<file path="src/rtl/core/string_to_unsigned_parser_top_assert.svh">
// Assertion macros for the string-to-unsigned parser RTL.
// Included by the modules that carry concurrent assertions; needs clk and rst_n in scope.
`ifndef STRING_TO_UNSIGNED_PARSER_TOP_ASSERT_SVH
`define STRING_TO_UNSIGNED_PARSER_TOP_ASSERT_SVH

// Property that must hold at every clock edge outside reset
`define S2U_ASSERT_ALWAYS(lbl, prop, msg) \
    lbl: assert property (@(posedge clk) disable iff (!rst_n) (prop)) else $error(msg);

// Antecedent in this cycle implies consequent in the next
`define S2U_ASSERT_NEXT(lbl, ante, cons, msg) \
    lbl: assert property (@(posedge clk) disable iff (!rst_n) (ante) |=> (cons)) else $error(msg);

`endif

</file>
<file path="src/rtl/core/s2u_pkg.sv">
// Shared types, constants and character helpers for the string-to-unsigned parser.
// No dependencies; used by every other file of the block but the assertion header.
package s2u_pkg;

    // Widths and defaults
    localparam int VALUE_WIDTH_DEF = 64;
    localparam int INDEX_WIDTH_DEF = 16;
    localparam int END_INDEX_WIDTH = 16;
    localparam int RADIX_WIDTH     = 6;
    localparam int CHAR_WIDTH      = 8;
    localparam int DIGIT_WIDTH     = 6;

    // Digit code meaning "not a digit in any base"
    localparam logic [DIGIT_WIDTH-1:0] NO_DIGIT = '1;

    // Bases
    localparam logic [RADIX_WIDTH-1:0] BASE_AUTO = 6'd0;
    localparam logic [RADIX_WIDTH-1:0] BASE_MIN  = 6'd2;
    localparam logic [RADIX_WIDTH-1:0] BASE_OCT  = 6'd8;
    localparam logic [RADIX_WIDTH-1:0] BASE_DEC  = 6'd10;
    localparam logic [RADIX_WIDTH-1:0] BASE_HEX  = 6'd16;
    localparam logic [RADIX_WIDTH-1:0] BASE_MAX  = 6'd36;

    // Character codes
    localparam logic [CHAR_WIDTH-1:0] CH_MINUS   = 8'h2D;
    localparam logic [CHAR_WIDTH-1:0] CH_PLUS    = 8'h2B;
    localparam logic [CHAR_WIDTH-1:0] CH_ZERO    = 8'h30;
    localparam logic [CHAR_WIDTH-1:0] CH_NINE    = 8'h39;
    localparam logic [CHAR_WIDTH-1:0] CH_UP_A    = 8'h41;
    localparam logic [CHAR_WIDTH-1:0] CH_UP_Z    = 8'h5A;
    localparam logic [CHAR_WIDTH-1:0] CH_LO_A    = 8'h61;
    localparam logic [CHAR_WIDTH-1:0] CH_LO_Z    = 8'h7A;
    localparam logic [CHAR_WIDTH-1:0] CH_UP_X    = 8'h58;
    localparam logic [CHAR_WIDTH-1:0] CH_LO_X    = 8'h78;
    localparam logic [CHAR_WIDTH-1:0] CH_SPACE   = 8'h20;
    localparam logic [CHAR_WIDTH-1:0] CH_TAB     = 8'h09;
    localparam logic [CHAR_WIDTH-1:0] CH_CR      = 8'h0D;
    localparam logic [CHAR_WIDTH-1:0] CH_UP_OFFS = 8'd55;   // 'A' - 10
    localparam logic [CHAR_WIDTH-1:0] CH_LO_OFFS = 8'd87;   // 'a' - 10

    // Parse phase
    typedef enum logic [2:0] {
        PH_IDLE,
        PH_SPACE,
        PH_SIGN,
        PH_ZERO,
        PH_HEXPF,
        PH_DIGIT
    } phase_t;

    // One input beat
    typedef struct packed {
        logic                   start_req;
        logic [RADIX_WIDTH-1:0] radix;
        logic [CHAR_WIDTH-1:0]  char_code;
    } item_t;

    // Status fields of one result
    typedef struct packed {
        logic                       success;
        logic [END_INDEX_WIDTH-1:0] end_index;
    } res_ctl_t;

    // Digit value of a character, NO_DIGIT if it is not 0-9, a-z or A-Z
    function automatic logic [DIGIT_WIDTH-1:0] digit_of(input logic [CHAR_WIDTH-1:0] c);
        logic [DIGIT_WIDTH-1:0] d;
        d = NO_DIGIT;
        if (c inside {[CH_ZERO:CH_NINE]})
            d = DIGIT_WIDTH'(c - CH_ZERO);
        else if (c inside {[CH_UP_A:CH_UP_Z]})
            d = DIGIT_WIDTH'(c - CH_UP_OFFS);
        else if (c inside {[CH_LO_A:CH_LO_Z]})
            d = DIGIT_WIDTH'(c - CH_LO_OFFS);
        return d;
    endfunction

    // White space: tab to carriage return, and blank
    function automatic logic is_space(input logic [CHAR_WIDTH-1:0] c);
        return (c == CH_SPACE) || (c inside {[CH_TAB:CH_CR]});
    endfunction

endpackage

</file>
<file path="src/rtl/core/s2u_in_if.sv">
// Input channel interface of the string-to-unsigned parser: valid/ready plus one character.
// Depends on s2u_pkg for the field widths.
interface s2u_in_if;

    logic                           valid;
    logic                           ready;
    logic                           start_req;
    logic [s2u_pkg::RADIX_WIDTH-1:0] radix;
    logic [s2u_pkg::CHAR_WIDTH-1:0]  char_code;

    modport source (output valid, output start_req, output radix, output char_code,
                    input ready);
    modport sink   (input valid, input start_req, input radix, input char_code,
                    output ready);

endinterface

</file>
<file path="src/rtl/core/s2u_out_if.sv">
// Result channel interface of the string-to-unsigned parser: valid/ready plus one result.
// Depends on s2u_pkg for widths and the default value width.
interface s2u_out_if #(
    parameter int VALUE_WIDTH = s2u_pkg::VALUE_WIDTH_DEF
);

    logic                                valid;
    logic                                ready;
    logic [VALUE_WIDTH-1:0]              value;
    logic                                success;
    logic [s2u_pkg::END_INDEX_WIDTH-1:0] end_index;

    modport source (output valid, output value, output success, output end_index,
                    input ready);
    modport sink   (input valid, input value, input success, input end_index,
                    output ready);

endinterface

</file>
<file path="src/rtl/core/string_to_unsigned_parser_top.sv">
// Streaming string-to-unsigned parser (strtoul-like), one character beat per cycle.
// in_ch: beats carry start_req, radix (sampled on start, 0 = automatic) and char_code.
// out_ch: one result beat per parsed number: value, success, end_index.
// A beat with start_req restarts the parse; beats while idle without start are dropped.
// The first character that is not a digit of the active base (NUL included) ends the
// number and produces exactly one result; the parser then idles until the next start.
// Path: a character is registered at acceptance and worked through the parse logic
// from the input register; a result it causes is loaded into the output register,
// which drives out_ch.valid, as soon as that register is free.
// Throughput: one character per cycle unless a result waits for the output register,
// set by the digit step (a VALUE_WIDTH by 6 bit multiply-add and overflow check).
// Stall: a finished result waits in the output register while further characters keep
// flowing; only a character that would produce a second result stops, and in_ch.ready
// drops once the input register is held behind it.
// Reset (rst_n low, asynchronous) empties both registers and returns the parser to idle.
// Depends on s2u_pkg, s2u_in_if, s2u_out_if, s2u_in_reg, s2u_parse and s2u_out_reg.
module string_to_unsigned_parser_top #(
    parameter int VALUE_WIDTH = s2u_pkg::VALUE_WIDTH_DEF,
    parameter int INDEX_WIDTH = s2u_pkg::INDEX_WIDTH_DEF
) (
    input  logic      clk,
    input  logic      rst_n,
    s2u_in_if.sink    in_ch,
    s2u_out_if.source out_ch
);

    logic                   item_valid;
    s2u_pkg::item_t         item;
    logic                   take;
    logic                   emit;
    logic                   out_free;
    logic [VALUE_WIDTH-1:0] res_value;
    s2u_pkg::res_ctl_t      res_ctl;

    // Input register
    s2u_in_reg u_in_reg (
        .clk        (clk),
        .rst_n      (rst_n),
        .in_ch      (in_ch),
        .take       (take),
        .item_valid (item_valid),
        .item       (item)
    );

    // Parse state and step logic
    s2u_parse #(
        .VALUE_WIDTH (VALUE_WIDTH),
        .INDEX_WIDTH (INDEX_WIDTH)
    ) u_parse (
        .clk        (clk),
        .rst_n      (rst_n),
        .item_valid (item_valid),
        .item       (item),
        .out_free   (out_free),
        .take       (take),
        .emit       (emit),
        .res_value  (res_value),
        .res_ctl    (res_ctl)
    );

    // Result register
    s2u_out_reg #(
        .VALUE_WIDTH (VALUE_WIDTH)
    ) u_out_reg (
        .clk       (clk),
        .rst_n     (rst_n),
        .load      (take && emit),
        .res_value (res_value),
        .res_ctl   (res_ctl),
        .out_free  (out_free),
        .out_ch    (out_ch)
    );

endmodule

</file>
<file path="src/rtl/core/s2u_in_reg.sv">
// Input register of the parser: holds one accepted character beat.
// Depends on s2u_pkg and s2u_in_if.
module s2u_in_reg (
    input  logic             clk,
    input  logic             rst_n,
    s2u_in_if.sink           in_ch,
    input  logic             take,
    output logic             item_valid,
    output s2u_pkg::item_t   item
);

    logic           valid_reg;
    logic           valid_next;
    s2u_pkg::item_t item_reg;
    logic           load;

    // Free when empty or when the held beat moves on this cycle
    assign in_ch.ready = !valid_reg || take;
    assign load        = in_ch.valid && in_ch.ready;

    always_comb
    begin
        valid_next = valid_reg;
        if (load)
            valid_next = 1'b1;
        else if (take)
            valid_next = 1'b0;
    end

    always_ff @(posedge clk or negedge rst_n)
    begin
        if (!rst_n)
            valid_reg <= 1'b0;
        else
            valid_reg <= valid_next;
    end

    // Payload, no reset
    always_ff @(posedge clk)
    begin
        if (load)
        begin
            item_reg.start_req <= in_ch.start_req;
            item_reg.radix     <= in_ch.radix;
            item_reg.char_code <= in_ch.char_code;
        end
    end

    assign item_valid = valid_reg;
    assign item       = item_reg;

endmodule

</file>
<file path="src/rtl/core/s2u_parse.sv">
// Parse state and single-pass next-state logic: one character per cycle unless a result stalls.
// Depends on s2u_pkg and the assertion macro header.
`include "string_to_unsigned_parser_top_assert.svh"

module s2u_parse #(
    parameter int VALUE_WIDTH = s2u_pkg::VALUE_WIDTH_DEF,
    parameter int INDEX_WIDTH = s2u_pkg::INDEX_WIDTH_DEF
) (
    input  logic                   clk,
    input  logic                   rst_n,
    input  logic                   item_valid,
    input  s2u_pkg::item_t         item,
    input  logic                   out_free,
    output logic                   take,
    output logic                   emit,
    output logic [VALUE_WIDTH-1:0] res_value,
    output s2u_pkg::res_ctl_t      res_ctl
);

    localparam int PROD_WIDTH = VALUE_WIDTH + s2u_pkg::RADIX_WIDTH + 1;
    localparam logic [INDEX_WIDTH-1:0] POS_MAX = '1;

    // State
    s2u_pkg::phase_t                  phase_reg,  phase_next;
    logic [s2u_pkg::RADIX_WIDTH-1:0]  base_reg,   base_next;
    logic [VALUE_WIDTH-1:0]           acc_reg,    acc_next;
    logic                             neg_reg,    neg_next;
    logic                             seen_reg,   seen_next;
    logic                             ovf_reg,    ovf_next;
    logic [INDEX_WIDTH-1:0]           pos_reg,    pos_next;

    // Working values
    s2u_pkg::phase_t                  ph_v;
    logic [s2u_pkg::RADIX_WIDTH-1:0]  base_v;
    logic [VALUE_WIDTH-1:0]           acc_v;
    logic                             neg_v;
    logic                             seen_v;
    logic                             ovf_v;
    logic [INDEX_WIDTH-1:0]           pos_v;
    logic [INDEX_WIDTH-1:0]           idx_v;
    logic                             skip_v;
    logic                             do_first;
    logic                             do_take;
    logic [s2u_pkg::DIGIT_WIDTH-1:0]  dig;
    logic [PROD_WIDTH-1:0]            prod;
    logic [s2u_pkg::CHAR_WIDTH-1:0]   c;

    assign c   = item.char_code;
    assign dig = s2u_pkg::digit_of(c);

    // Next state and result for the held character
    always_comb
    begin
        ph_v     = phase_reg;
        base_v   = base_reg;
        acc_v    = acc_reg;
        neg_v    = neg_reg;
        seen_v   = seen_reg;
        ovf_v    = ovf_reg;
        pos_v    = pos_reg;
        skip_v   = 1'b0;
        do_first = 1'b0;
        do_take  = 1'b0;
        emit     = 1'b0;
        idx_v    = '0;
        prod     = '0;

        // Restart, ignore, or advance the position counter
        if (item.start_req)
        begin
            base_v = item.radix;
            acc_v  = '0;
            neg_v  = 1'b0;
            seen_v = 1'b0;
            ovf_v  = 1'b0;
            pos_v  = '0;
            ph_v   = s2u_pkg::PH_SPACE;
        end
        else if (phase_reg == s2u_pkg::PH_IDLE)
        begin
            skip_v = 1'b1;
        end
        else if (pos_reg != POS_MAX)
        begin
            pos_v = pos_reg + 1'b1;
        end

        if (!skip_v)
        begin
            case (ph_v)
                s2u_pkg::PH_SPACE:
                begin
                    if (s2u_pkg::is_space(c))
                        ph_v = s2u_pkg::PH_SPACE;
                    else if (c == s2u_pkg::CH_MINUS)
                    begin
                        neg_v = 1'b1;
                        ph_v  = s2u_pkg::PH_SIGN;
                    end
                    else if (c == s2u_pkg::CH_PLUS)
                        ph_v = s2u_pkg::PH_SIGN;
                    else
                        do_first = 1'b1;
                end
                s2u_pkg::PH_SIGN:
                    do_first = 1'b1;
                s2u_pkg::PH_ZERO:
                begin
                    if (c == s2u_pkg::CH_LO_X || c == s2u_pkg::CH_UP_X)
                    begin
                        base_v = s2u_pkg::BASE_HEX;
                        ph_v   = s2u_pkg::PH_HEXPF;
                    end
                    else
                    begin
                        if (base_v == s2u_pkg::BASE_AUTO)
                            base_v = s2u_pkg::BASE_OCT;
                        do_take = 1'b1;
                    end
                end
                s2u_pkg::PH_HEXPF:
                begin
                    // A bare prefix ends at the 'x': the '0' was the number
                    if (dig < s2u_pkg::DIGIT_WIDTH'(s2u_pkg::BASE_HEX))
                        do_take = 1'b1;
                    else
                    begin
                        emit  = 1'b1;
                        idx_v = (pos_v == POS_MAX) ? pos_v : pos_v - 1'b1;
                    end
                end
                s2u_pkg::PH_DIGIT:
                    do_take = 1'b1;
                default:
                    ph_v = s2u_pkg::PH_IDLE;
            endcase
        end

        // First character after blanks and sign
        if (do_first)
        begin
            if (c == s2u_pkg::CH_ZERO &&
                (base_v == s2u_pkg::BASE_AUTO || base_v == s2u_pkg::BASE_HEX))
            begin
                acc_v  = '0;
                seen_v = 1'b1;
                ph_v   = s2u_pkg::PH_ZERO;
            end
            else
            begin
                if (base_v == s2u_pkg::BASE_AUTO)
                    base_v = s2u_pkg::BASE_DEC;
                do_take = 1'b1;
            end
        end

        // Digit in the active base, or end of the number
        if (do_take)
        begin
            // acc * base + digit, overflow when it leaves VALUE_WIDTH bits
            prod = PROD_WIDTH'(acc_v) * PROD_WIDTH'(base_v) + PROD_WIDTH'(dig);
            if (base_v < s2u_pkg::BASE_MIN || base_v > s2u_pkg::BASE_MAX ||
                dig >= s2u_pkg::DIGIT_WIDTH'(base_v))
            begin
                emit  = 1'b1;
                idx_v = seen_v ? pos_v : '0;
            end
            else
            begin
                if (!ovf_v)
                begin
                    if (prod[PROD_WIDTH-1:VALUE_WIDTH] != '0)
                        ovf_v = 1'b1;
                    else
                        acc_v = prod[VALUE_WIDTH-1:0];
                end
                seen_v = 1'b1;
                ph_v   = s2u_pkg::PH_DIGIT;
            end
        end

        if (emit)
            ph_v = s2u_pkg::PH_IDLE;

        phase_next = ph_v;
        base_next  = base_v;
        acc_next   = acc_v;
        neg_next   = neg_v;
        seen_next  = seen_v;
        ovf_next   = ovf_v;
        pos_next   = pos_v;
    end

    // Result fields
    always_comb
    begin
        if (ovf_v)
            res_value = '1;
        else if (neg_v)
            res_value = '0 - acc_v;
        else
            res_value = acc_v;
        res_ctl.success   = !ovf_v;
        res_ctl.end_index = s2u_pkg::END_INDEX_WIDTH'(idx_v);
    end

    // Move on unless a result has nowhere to go
    assign take = item_valid && (!emit || out_free);

    always_ff @(posedge clk or negedge rst_n)
    begin
        if (!rst_n)
        begin
            phase_reg <= s2u_pkg::PH_IDLE;
            base_reg  <= '0;
            acc_reg   <= '0;
            neg_reg   <= 1'b0;
            seen_reg  <= 1'b0;
            ovf_reg   <= 1'b0;
            pos_reg   <= '0;
        end
        else if (take)
        begin
            phase_reg <= phase_next;
            base_reg  <= base_next;
            acc_reg   <= acc_next;
            neg_reg   <= neg_next;
            seen_reg  <= seen_next;
            ovf_reg   <= ovf_next;
            pos_reg   <= pos_next;
        end
    end

    // Checks
    `S2U_ASSERT_NEXT(a_idle_after_result, take && emit, phase_reg == s2u_pkg::PH_IDLE, "parser not idle after a result")
    `S2U_ASSERT_ALWAYS(a_idle_ignores, (item_valid && !item.start_req && phase_reg == s2u_pkg::PH_IDLE) -> !emit, "result from an ignored beat")
    `S2U_ASSERT_NEXT(a_pos_monotonic, take && !item.start_req, pos_reg >= $past(pos_reg), "position counter went backwards")
    `S2U_ASSERT_ALWAYS(a_ovf_fail, (item_valid && emit) -> (res_ctl.success == !ovf_v), "success disagrees with overflow")

endmodule

</file>
<file path="src/rtl/core/s2u_out_reg.sv">
// Result register of the parser: holds one result beat until the sink takes it.
// Depends on s2u_pkg and s2u_out_if.
module s2u_out_reg #(
    parameter int VALUE_WIDTH = s2u_pkg::VALUE_WIDTH_DEF
) (
    input  logic                   clk,
    input  logic                   rst_n,
    input  logic                   load,
    input  logic [VALUE_WIDTH-1:0] res_value,
    input  s2u_pkg::res_ctl_t      res_ctl,
    output logic                   out_free,
    s2u_out_if.source              out_ch
);

    logic                   valid_reg;
    logic                   valid_next;
    logic [VALUE_WIDTH-1:0] value_reg;
    s2u_pkg::res_ctl_t      ctl_reg;

    // Slot can take a new result when empty or drained this cycle
    assign out_free = !valid_reg || out_ch.ready;

    always_comb
    begin
        valid_next = valid_reg;
        if (load)
            valid_next = 1'b1;
        else if (out_ch.ready)
            valid_next = 1'b0;
    end

    always_ff @(posedge clk or negedge rst_n)
    begin
        if (!rst_n)
            valid_reg <= 1'b0;
        else
            valid_reg <= valid_next;
    end

    // Payload, no reset
    always_ff @(posedge clk)
    begin
        if (load)
        begin
            value_reg <= res_value;
            ctl_reg   <= res_ctl;
        end
    end

    assign out_ch.valid     = valid_reg;
    assign out_ch.value     = value_reg;
    assign out_ch.success   = ctl_reg.success;
    assign out_ch.end_index = ctl_reg.end_index;

endmodule

</file>
<file path="src/flat_wrapper.sv">
// flat-port wrapper written by rule: the top's interface ports become plain ports
module string_to_unsigned_parser_top_flat 
#(
    parameter int VALUE_WIDTH = s2u_pkg::VALUE_WIDTH_DEF,
    parameter int INDEX_WIDTH = s2u_pkg::INDEX_WIDTH_DEF
)
  (clk, rst_n, in_ch_valid, in_ch_start_req, in_ch_radix, in_ch_char_code, in_ch_ready, out_ch_valid, out_ch_value, out_ch_success, out_ch_end_index, out_ch_ready);
  s2u_in_if in_ch_i ();
  s2u_out_if #(.VALUE_WIDTH(VALUE_WIDTH)) out_ch_i ();
  input  logic clk;
  input  logic rst_n;
  input wire logic [$bits(in_ch_i.valid)-1:0] in_ch_valid;
  input wire logic [$bits(in_ch_i.start_req)-1:0] in_ch_start_req;
  input wire logic [$bits(in_ch_i.radix)-1:0] in_ch_radix;
  input wire logic [$bits(in_ch_i.char_code)-1:0] in_ch_char_code;
  output wire logic [$bits(in_ch_i.ready)-1:0] in_ch_ready;
  output wire logic [$bits(out_ch_i.valid)-1:0] out_ch_valid;
  output wire logic [$bits(out_ch_i.value)-1:0] out_ch_value;
  output wire logic [$bits(out_ch_i.success)-1:0] out_ch_success;
  output wire logic [$bits(out_ch_i.end_index)-1:0] out_ch_end_index;
  input wire logic [$bits(out_ch_i.ready)-1:0] out_ch_ready;
  assign in_ch_i.valid = in_ch_valid;
  assign in_ch_i.start_req = in_ch_start_req;
  assign in_ch_i.radix = in_ch_radix;
  assign in_ch_i.char_code = in_ch_char_code;
  assign in_ch_ready = in_ch_i.ready;
  assign out_ch_valid = out_ch_i.valid;
  assign out_ch_value = out_ch_i.value;
  assign out_ch_success = out_ch_i.success;
  assign out_ch_end_index = out_ch_i.end_index;
  assign out_ch_i.ready = out_ch_ready;
  string_to_unsigned_parser_top #(.VALUE_WIDTH(VALUE_WIDTH), .INDEX_WIDTH(INDEX_WIDTH)) u_core (.clk(clk), .rst_n(rst_n), .in_ch(in_ch_i), .out_ch(out_ch_i));
endmodule
</file>
<file path="config.mk">
export PLATFORM = sky130hd
export DESIGN_NAME = string_to_unsigned_parser_top_flat
export DESIGN_NICKNAME = d
export VERILOG_FILES = /design/src/rtl/core/s2u_pkg.sv /design/src/rtl/core/s2u_in_if.sv /design/src/rtl/core/s2u_out_if.sv /design/src/rtl/core/string_to_unsigned_parser_top.sv /design/src/rtl/core/s2u_in_reg.sv /design/src/rtl/core/s2u_parse.sv /design/src/rtl/core/s2u_out_reg.sv /design/src/flat_wrapper.sv
export VERILOG_INCLUDE_DIRS = /design/src /design/src/rtl/core
export SDC_FILE = /design/constraint.sdc
export NUM_CORES = 1
export LEC_CHECK = 0
export ABC_AREA = 1
export BUFFER_PORTS_ARGS = -buffer_cell sky130_fd_sc_hd__buf_4
export CAP_MARGIN = 40
export CORE_ASPECT_RATIO = 0.75
export CORE_MARGIN = 3
export CORE_UTILIZATION = 60
export CTS_BUF_LIST = sky130_fd_sc_hd__clkbuf_4
export DETAILED_ROUTE_END_ITERATION = 10
export GPL_TIMING_DRIVEN = 0
export PLACE_DENSITY = 0.78
export REMOVE_ABC_BUFFERS = 1
export SKIP_CTS_REPAIR_TIMING = 1
export SKIP_LAST_GASP = 1
export SLEW_MARGIN = 20
export SYNTH_ARGS = -nofsm -noshare
export SYNTH_HDL_FRONTEND = slang
export SYNTH_HIERARCHICAL = 1
export SYNTH_SLANG_ARGS = --single-unit
</file>
<file path="constraint.sdc">
create_clock -name clk -period 10.7 [get_ports clk]
set_clock_uncertainty 0.05 [all_clocks]
set_input_delay 0.535 -clock clk [delete_from_list [all_inputs] [get_ports clk]]
set_output_delay 0.535 -clock clk [all_outputs]
set_load 0.02 [all_outputs]
</file>
==> results.py, run 1 <==
metrics = {
    "yosys": {
        "yosysWarningCount": 6,
        "synth.avg_cell_area_um2": 7.02,
        "synth_ff_type": "edfxtp_1",
        "synth_cells": 3742,
        "synth-seq-cells": 190,
        "synth_edf_count": 96,
        "ys_types": 60,
        "ys_seq_area_frac": 0.199,
        "netlist_area_mm2": 0.0263,
        "async_reset_ff_frac": 0.495,
    },
    "die": {
        "die_h_um": 187,
        "rows": 65,
        "core_region_area_mm2": 0.0426,
        "die_area_mm2": 0.0463,
        "start_util": 0.616,
        "die_x_um": 248,
        "ios": 102,
    },
    "final_layout": {
        "fill_cells": 3822,
        "drive_above_1_share": 0.0765,
        "regArea_mm2": 0.00524,
        "post-route-util": 0.666,
        "mostFrequentLayoutCells": "1016 x nand2_1, 588 x inv_1, 493 x nor2_1",
        "syn_to_final_growth_pct": 8.13,
        "finalNetCount": 4241,
        "final_common_cell": "nand2_1",
        "multiInputGateArea_mm2": 0.0184,
    },
    "drt": {
        "final_antenna_net_count": 0,
        "drtIter0Drc": 3718,
        "wl_per_cell_um": 19.7,
        "vias_per_cell": 5.87,
        "num_vias": 25800,
        "first_pass_iters": 8,
        "drc": 0,
        "routed_wirelength_um": 86300,
    },
    "clock_network": {
        "cts_tree": "built",
        "insertion_delay_ps": 710,
        "cts_buffers": 17,
        "cts.path.max_buffers": 2,
        "cts_root_buf": "clkbuf_4",
        "htreeDepth": 4,
        "path_clk_slew_ps": 180,
        "clock-sinks": 190,
    },
    "run": {
        "drv_cap": 0,
    },
    "pwr": {
        "clkPwrFrac": 0.068,
        "p_seq_frac": 0.192,
        "switching_share": 0.581,
        "p_per_area_mw_per_mm2": 231,
        "total_power_uw": 6560,
        "p_leak_uw": 0.0163,
        "power_switching_uw": 3810,
        "combPwrFrac": 0.740,
        "ir_worst_vdd_mv": 0.193,
        "intPower_uw": 2750,
    },
    "sta": {
        "slew_headroom": 0.389,
        "fmax_mhz": 96.8,
        "fin_crit_sh": 0.965,
        "holdWs_ps": 242,
        "hold_viol": 0,
        "drv_slew": 0,
        "tightestPinTransition_ps": 909,
        "fin_setup_tns_ps": 0,
        "post-route-min-period_ps": 10330,
        "setup_viol": 0,
    },
    "global_route": {
        "grt_max_degree": 67,
        "grt_antenna_before_repair": 2,
        "grt_overflow": 0,
        "grt_pass1_wl_um": 131000,
        "grt_usage": 0.364,
        "grt_pass1_vias": 23300,
    },
    "critical_path": {
        "cp-end-kind": "flop",
        "r2r_start": "u_core/u_in_reg/item[14]",
        "arrival_ps": 10710,
        "cp_max_fo": 63,
        "critPathMostFrequentCell": "nand2_1",
        "slowest_stage": "edfxtp_1",
        "start_kind": "flop",
        "cp_num_buf_inv": 14,
        "rrSetupSlack_ps": 370,
        "startpoint": "u_core/u_in_reg/item[14]",
        "critical_path.top_delay_family": "simple AND/OR/NAND/NOR gates",
        "required_ps": 11090,
        "rr_worst_depth": 51,
        "cpPeakStageDelay_ps": 550,
        "worst_r2r_endpoint": "u_core/u_out_reg/out_ch.value[55]",
        "critPathKind": "reg2reg",
    },
    "outcome": {
        "outcome": "finished, final reports clean",
    },
    "min_path": {
        "hold_class": "in2async",
    },
    "placement": {
        "dp_hpwl_um": 66100,
        "place.gp.congestion": 1.02,
        "io_buffers": 101,
    },
}
-- power groups by stage --
| stage | clock (uW) | sequential [uW] | combinational, uW |
|---|---|---|---|
| 3_3_place_gp | 0 | 1290 | 4450 |
| 6_report | 448 | 1260 | 4850 |
| 4_1_cts | 455 | 1250 | 4630 |
| 2_1_floorplan | 0 | 1440 | 2940 |
| 5_1_grt | 480 | 1280 | 5280 |
| 3_5_place_dp | 0 | 1270 | 4600 |
-- metal layers --
metal | wire length, um | GRT usage
met3 | 12500 | 0.0946
met1 | 37400 | 0.574
met2 | 34000 | 0.491
met4 | 2250 | 0.0922
met5 | 0 | 0
-- cells in the mapped netlist, types with 13 or more instances --
cell      number  area share
a21oi_1      107       0.020
buf_2         22      0.0042
clkbuf_1      67      0.0096
dfrtp_1       94       0.090
edfxtp_1      96        0.11
fa_1         252        0.19
ha_1         168       0.080
inv_1        590       0.084
inv_2         15      0.0021
nand2_1     1020        0.15
nand2_2       27      0.0064
nand3_1      277       0.053
nand3_2       13      0.0050
nand3b_1      13      0.0037
nand4_1       34      0.0081
nor2_1       495       0.071
nor3_1        47      0.0090
o21ai_0      165       0.031
o21bai_1      18      0.0051
xnor2_1       32       0.011
xor2_1        37       0.012
-- final cells by class --
type	count	share of cell area
sequential	190	0.184
antenna	2	0.000176
timing repair buffer	150	0.0510
timing repair inverter	1	0.000309
tap	569	0.0251
inverter	609	0.0818
clock buffer	17	0.00450
multi-input combinational	2833	0.647
clock inverter	15	0.00608
-- logic make-up after synthesis --
family                     share of synthesized area
AOI/OAI and AO/OA                             0.0737
muxes                                       0.000763
adders and majority gates                      0.272
DFF                                            0.199
buffers and inverters                          0.107
xor gates and xnor gates                      0.0230
and+or+nand+nor                                0.324
-- worst max path at each step --
stage | endpoint | slack [ps] | cells after the start
floorplan | u_core/u_out_reg/out_ch.success | -520 | 37
global placement | u_core/u_out_reg/out_ch.value[26] | -8840 | 38
detailed placement | u_core/u_out_reg/out_ch.value[55] | -870 | 50
CTS | u_core/u_out_reg/out_ch.value[55] | -930 | 50
global route | u_core/u_out_reg/out_ch.value[59] | -20 | 50
finish | u_core/u_out_reg/out_ch.value[55] | 370 | 51
-- metrics by stage --
stage,instance area (um2),cells,setup WS (ps)
final,28400,4386,373
after detailed placement,27600,4317,-870
after floorplan,25700,3630,-520
after global placement,27200,4300,-8840
after CTS,27900,4349,-929
after global routing,28400,4386,-20.2
Power figures use the tool's default switching activity.
==> run 2: changes to the inputs <==
Settings changed: CORE_UTILIZATION 60 to 65, PLACE_DENSITY 0.78 to 0.83.
==> run 2 against run 1 <==
Critical path depth rose by 3. Highest routed layer is now met5. Power increased by 1.7%. Combinational power is 2% higher. Cell area grew 0.48%. Critical path type unchanged. Flip-flop and latch count stayed put. First-iteration DRC count increased by 11%. Largest cell class unchanged. Hold slack better by 56 ps.
==> results.py, run 2 (synthesis results as in run 1) <==
metrics = {
    "sta": {
        "fin_crit_sh": 0.989,
        "hold_viol": 0,
        "post-route-min-period_ps": 10580,
        "slew_headroom": 0.385,
        "tightestPinTransition_ps": 914,
        "drv_slew": 0,
        "setup_viol": 0,
        "fmax_mhz": 94.5,
        "fin_setup_tns_ps": 0,
    },
    "critical_path": {
        "required_ps": 11120,
        "start_kind": "flop",
        "cp_max_fo": 39,
        "cpPeakStageDelay_ps": 540,
        "slowest_stage": "edfxtp_1",
        "critPathMostFrequentCell": "nand2_1",
        "arrival_ps": 11000,
        "critPathKind": "reg2reg",
        "cp-end-kind": "flop",
    },
    "clock_network": {
        "cts_tree": "built",
        "clock-sinks": 190,
        "cts_buffers": 17,
        "insertion_delay_ps": 710,
        "path_clk_slew_ps": 210,
        "htreeDepth": 4,
        "cts.path.max_buffers": 2,
        "cts_root_buf": "clkbuf_4",
    },
    "pwr": {
        "p_leak_uw": 0.0164,
        "ir_worst_vdd_mv": 0.237,
        "p_per_area_mw_per_mm2": 234,
    },
    "die": {
        "ios": 102,
        "die_x_um": 238,
        "die_area_mm2": 0.0429,
        "core_region_area_mm2": 0.0397,
        "start_util": 0.661,
        "rows": 63,
        "die_h_um": 180,
    },
    "global_route": {
        "grt_antenna_before_repair": 2,
        "grt_overflow": 0,
        "grt_usage": 0.402,
        "grt_max_degree": 81,
        "grt_pass1_wl_um": 134000,
        "grt_pass1_vias": 24200,
    },
    "drt": {
        "drtIter0Drc": 4131,
        "first_pass_iters": 7,
        "final_antenna_net_count": 0,
        "num_vias": 26500,
        "vias_per_cell": 6.10,
        "wl_per_cell_um": 20.8,
        "drc": 0,
        "routed_wirelength_um": 90400,
    },
    "min_path": {
        "hold_class": "in2async",
    },
    "placement": {
        "placed_cells": 4267,
        "io_buffers": 101,
        "place.gp.congestion": 1.03,
        "dpl-instance-area_mm2": 0.0276,
        "dp_hpwl_um": 66600,
    },
    "final_layout": {
        "final_cells": 4345,
        "stdcell_area_mm2": 0.0285,
        "final_common_cell": "nand2_1",
        "syn_to_final_growth_pct": 8.65,
        "drive_above_1_share": 0.0795,
        "finalNetCount": 4250,
        "mostFrequentLayoutCells": "1016 x nand2_1, 586 x inv_1, 491 x nor2_1",
    },
    "outcome": {
        "outcome": "finished, final reports clean",
    },
    "run": {
        "drv_cap": 0,
    },
}
## run 2: report_power, final
group | switching [uW] | internal (uW) | total (uW)
sequential | 145 | 1120 | 1270
clock | 323 | 127 | 449
combinational | 3420 | 1530 | 4950
## run 2: worst paths after layout
| check | from | to | slack [ps] | cells past startpoint |
|---|---|---|---|---|
| max | u_core/u_in_reg/item[14] | u_core/u_out_reg/out_ch.value[55] | 120 | 54 |
| min | rst_n | u_core/u_parse/base_reg[0] | 300 | 2 |
| max reg2reg | u_core/u_in_reg/item[14] | u_core/u_out_reg/out_ch.value[55] | 120 | 54 |
| min reg2reg | u_core/u_parse/acc_reg[61] | u_core/u_parse/acc_reg[61] | 460 | 2 |
| max in group asynchronous | rst_n | u_core/u_parse/acc_reg[11] | 9550 | 3 |
| min in group clk | u_core/u_parse/acc_reg[61] | u_core/u_parse/acc_reg[61] | 460 | 2 |
## run 2: cell type report
class                           instances  area (um2)
Antenna cell                            1        2.50
Fill cell                            3352       11200
Tap cell                              520         651
Clock buffer                           17         128
Sequential cell                       190        5240
Clock inverter                         15         179
Inverter                              609        2330
Timing Repair Buffer                  160        1610
Multi-Input combinational cell       2833       18400
## run 2: through the flow
| stage | setup WS [ps] | utilization | hold slack (ps) | power (uW) |
|---|---|---|---|---|
| global placement | -9120 | 0.683 | 415 | 5720 |
| floorplan | -520 | - | 189 | 4370 |
| CTS | -1100 | 0.702 | -335 | 6330 |
| detailed placement | -1000 | 0.694 | 423 | 5870 |
| global route | -144 | 0.718 | 276 | 7130 |
| finish | 119 | 0.718 | 298 | 6670 |
## run 2: layer usage
layer  vias up  track usage  wire length (um)
li1      11800            -                 -
met1     12300        0.618             36500
met2      2121        0.553             35700
met3       281        0.106             14300
met4         2        0.127              3930
met5         -            0                13
## run 2: critical path: cells and delay by family (launching register included)
kind                       cells  cell delay (ps)
buffers and inverters         17             2670
and+or+nand+nor               32             4570
adders and majority gates      5             2400
DFF                            1              540
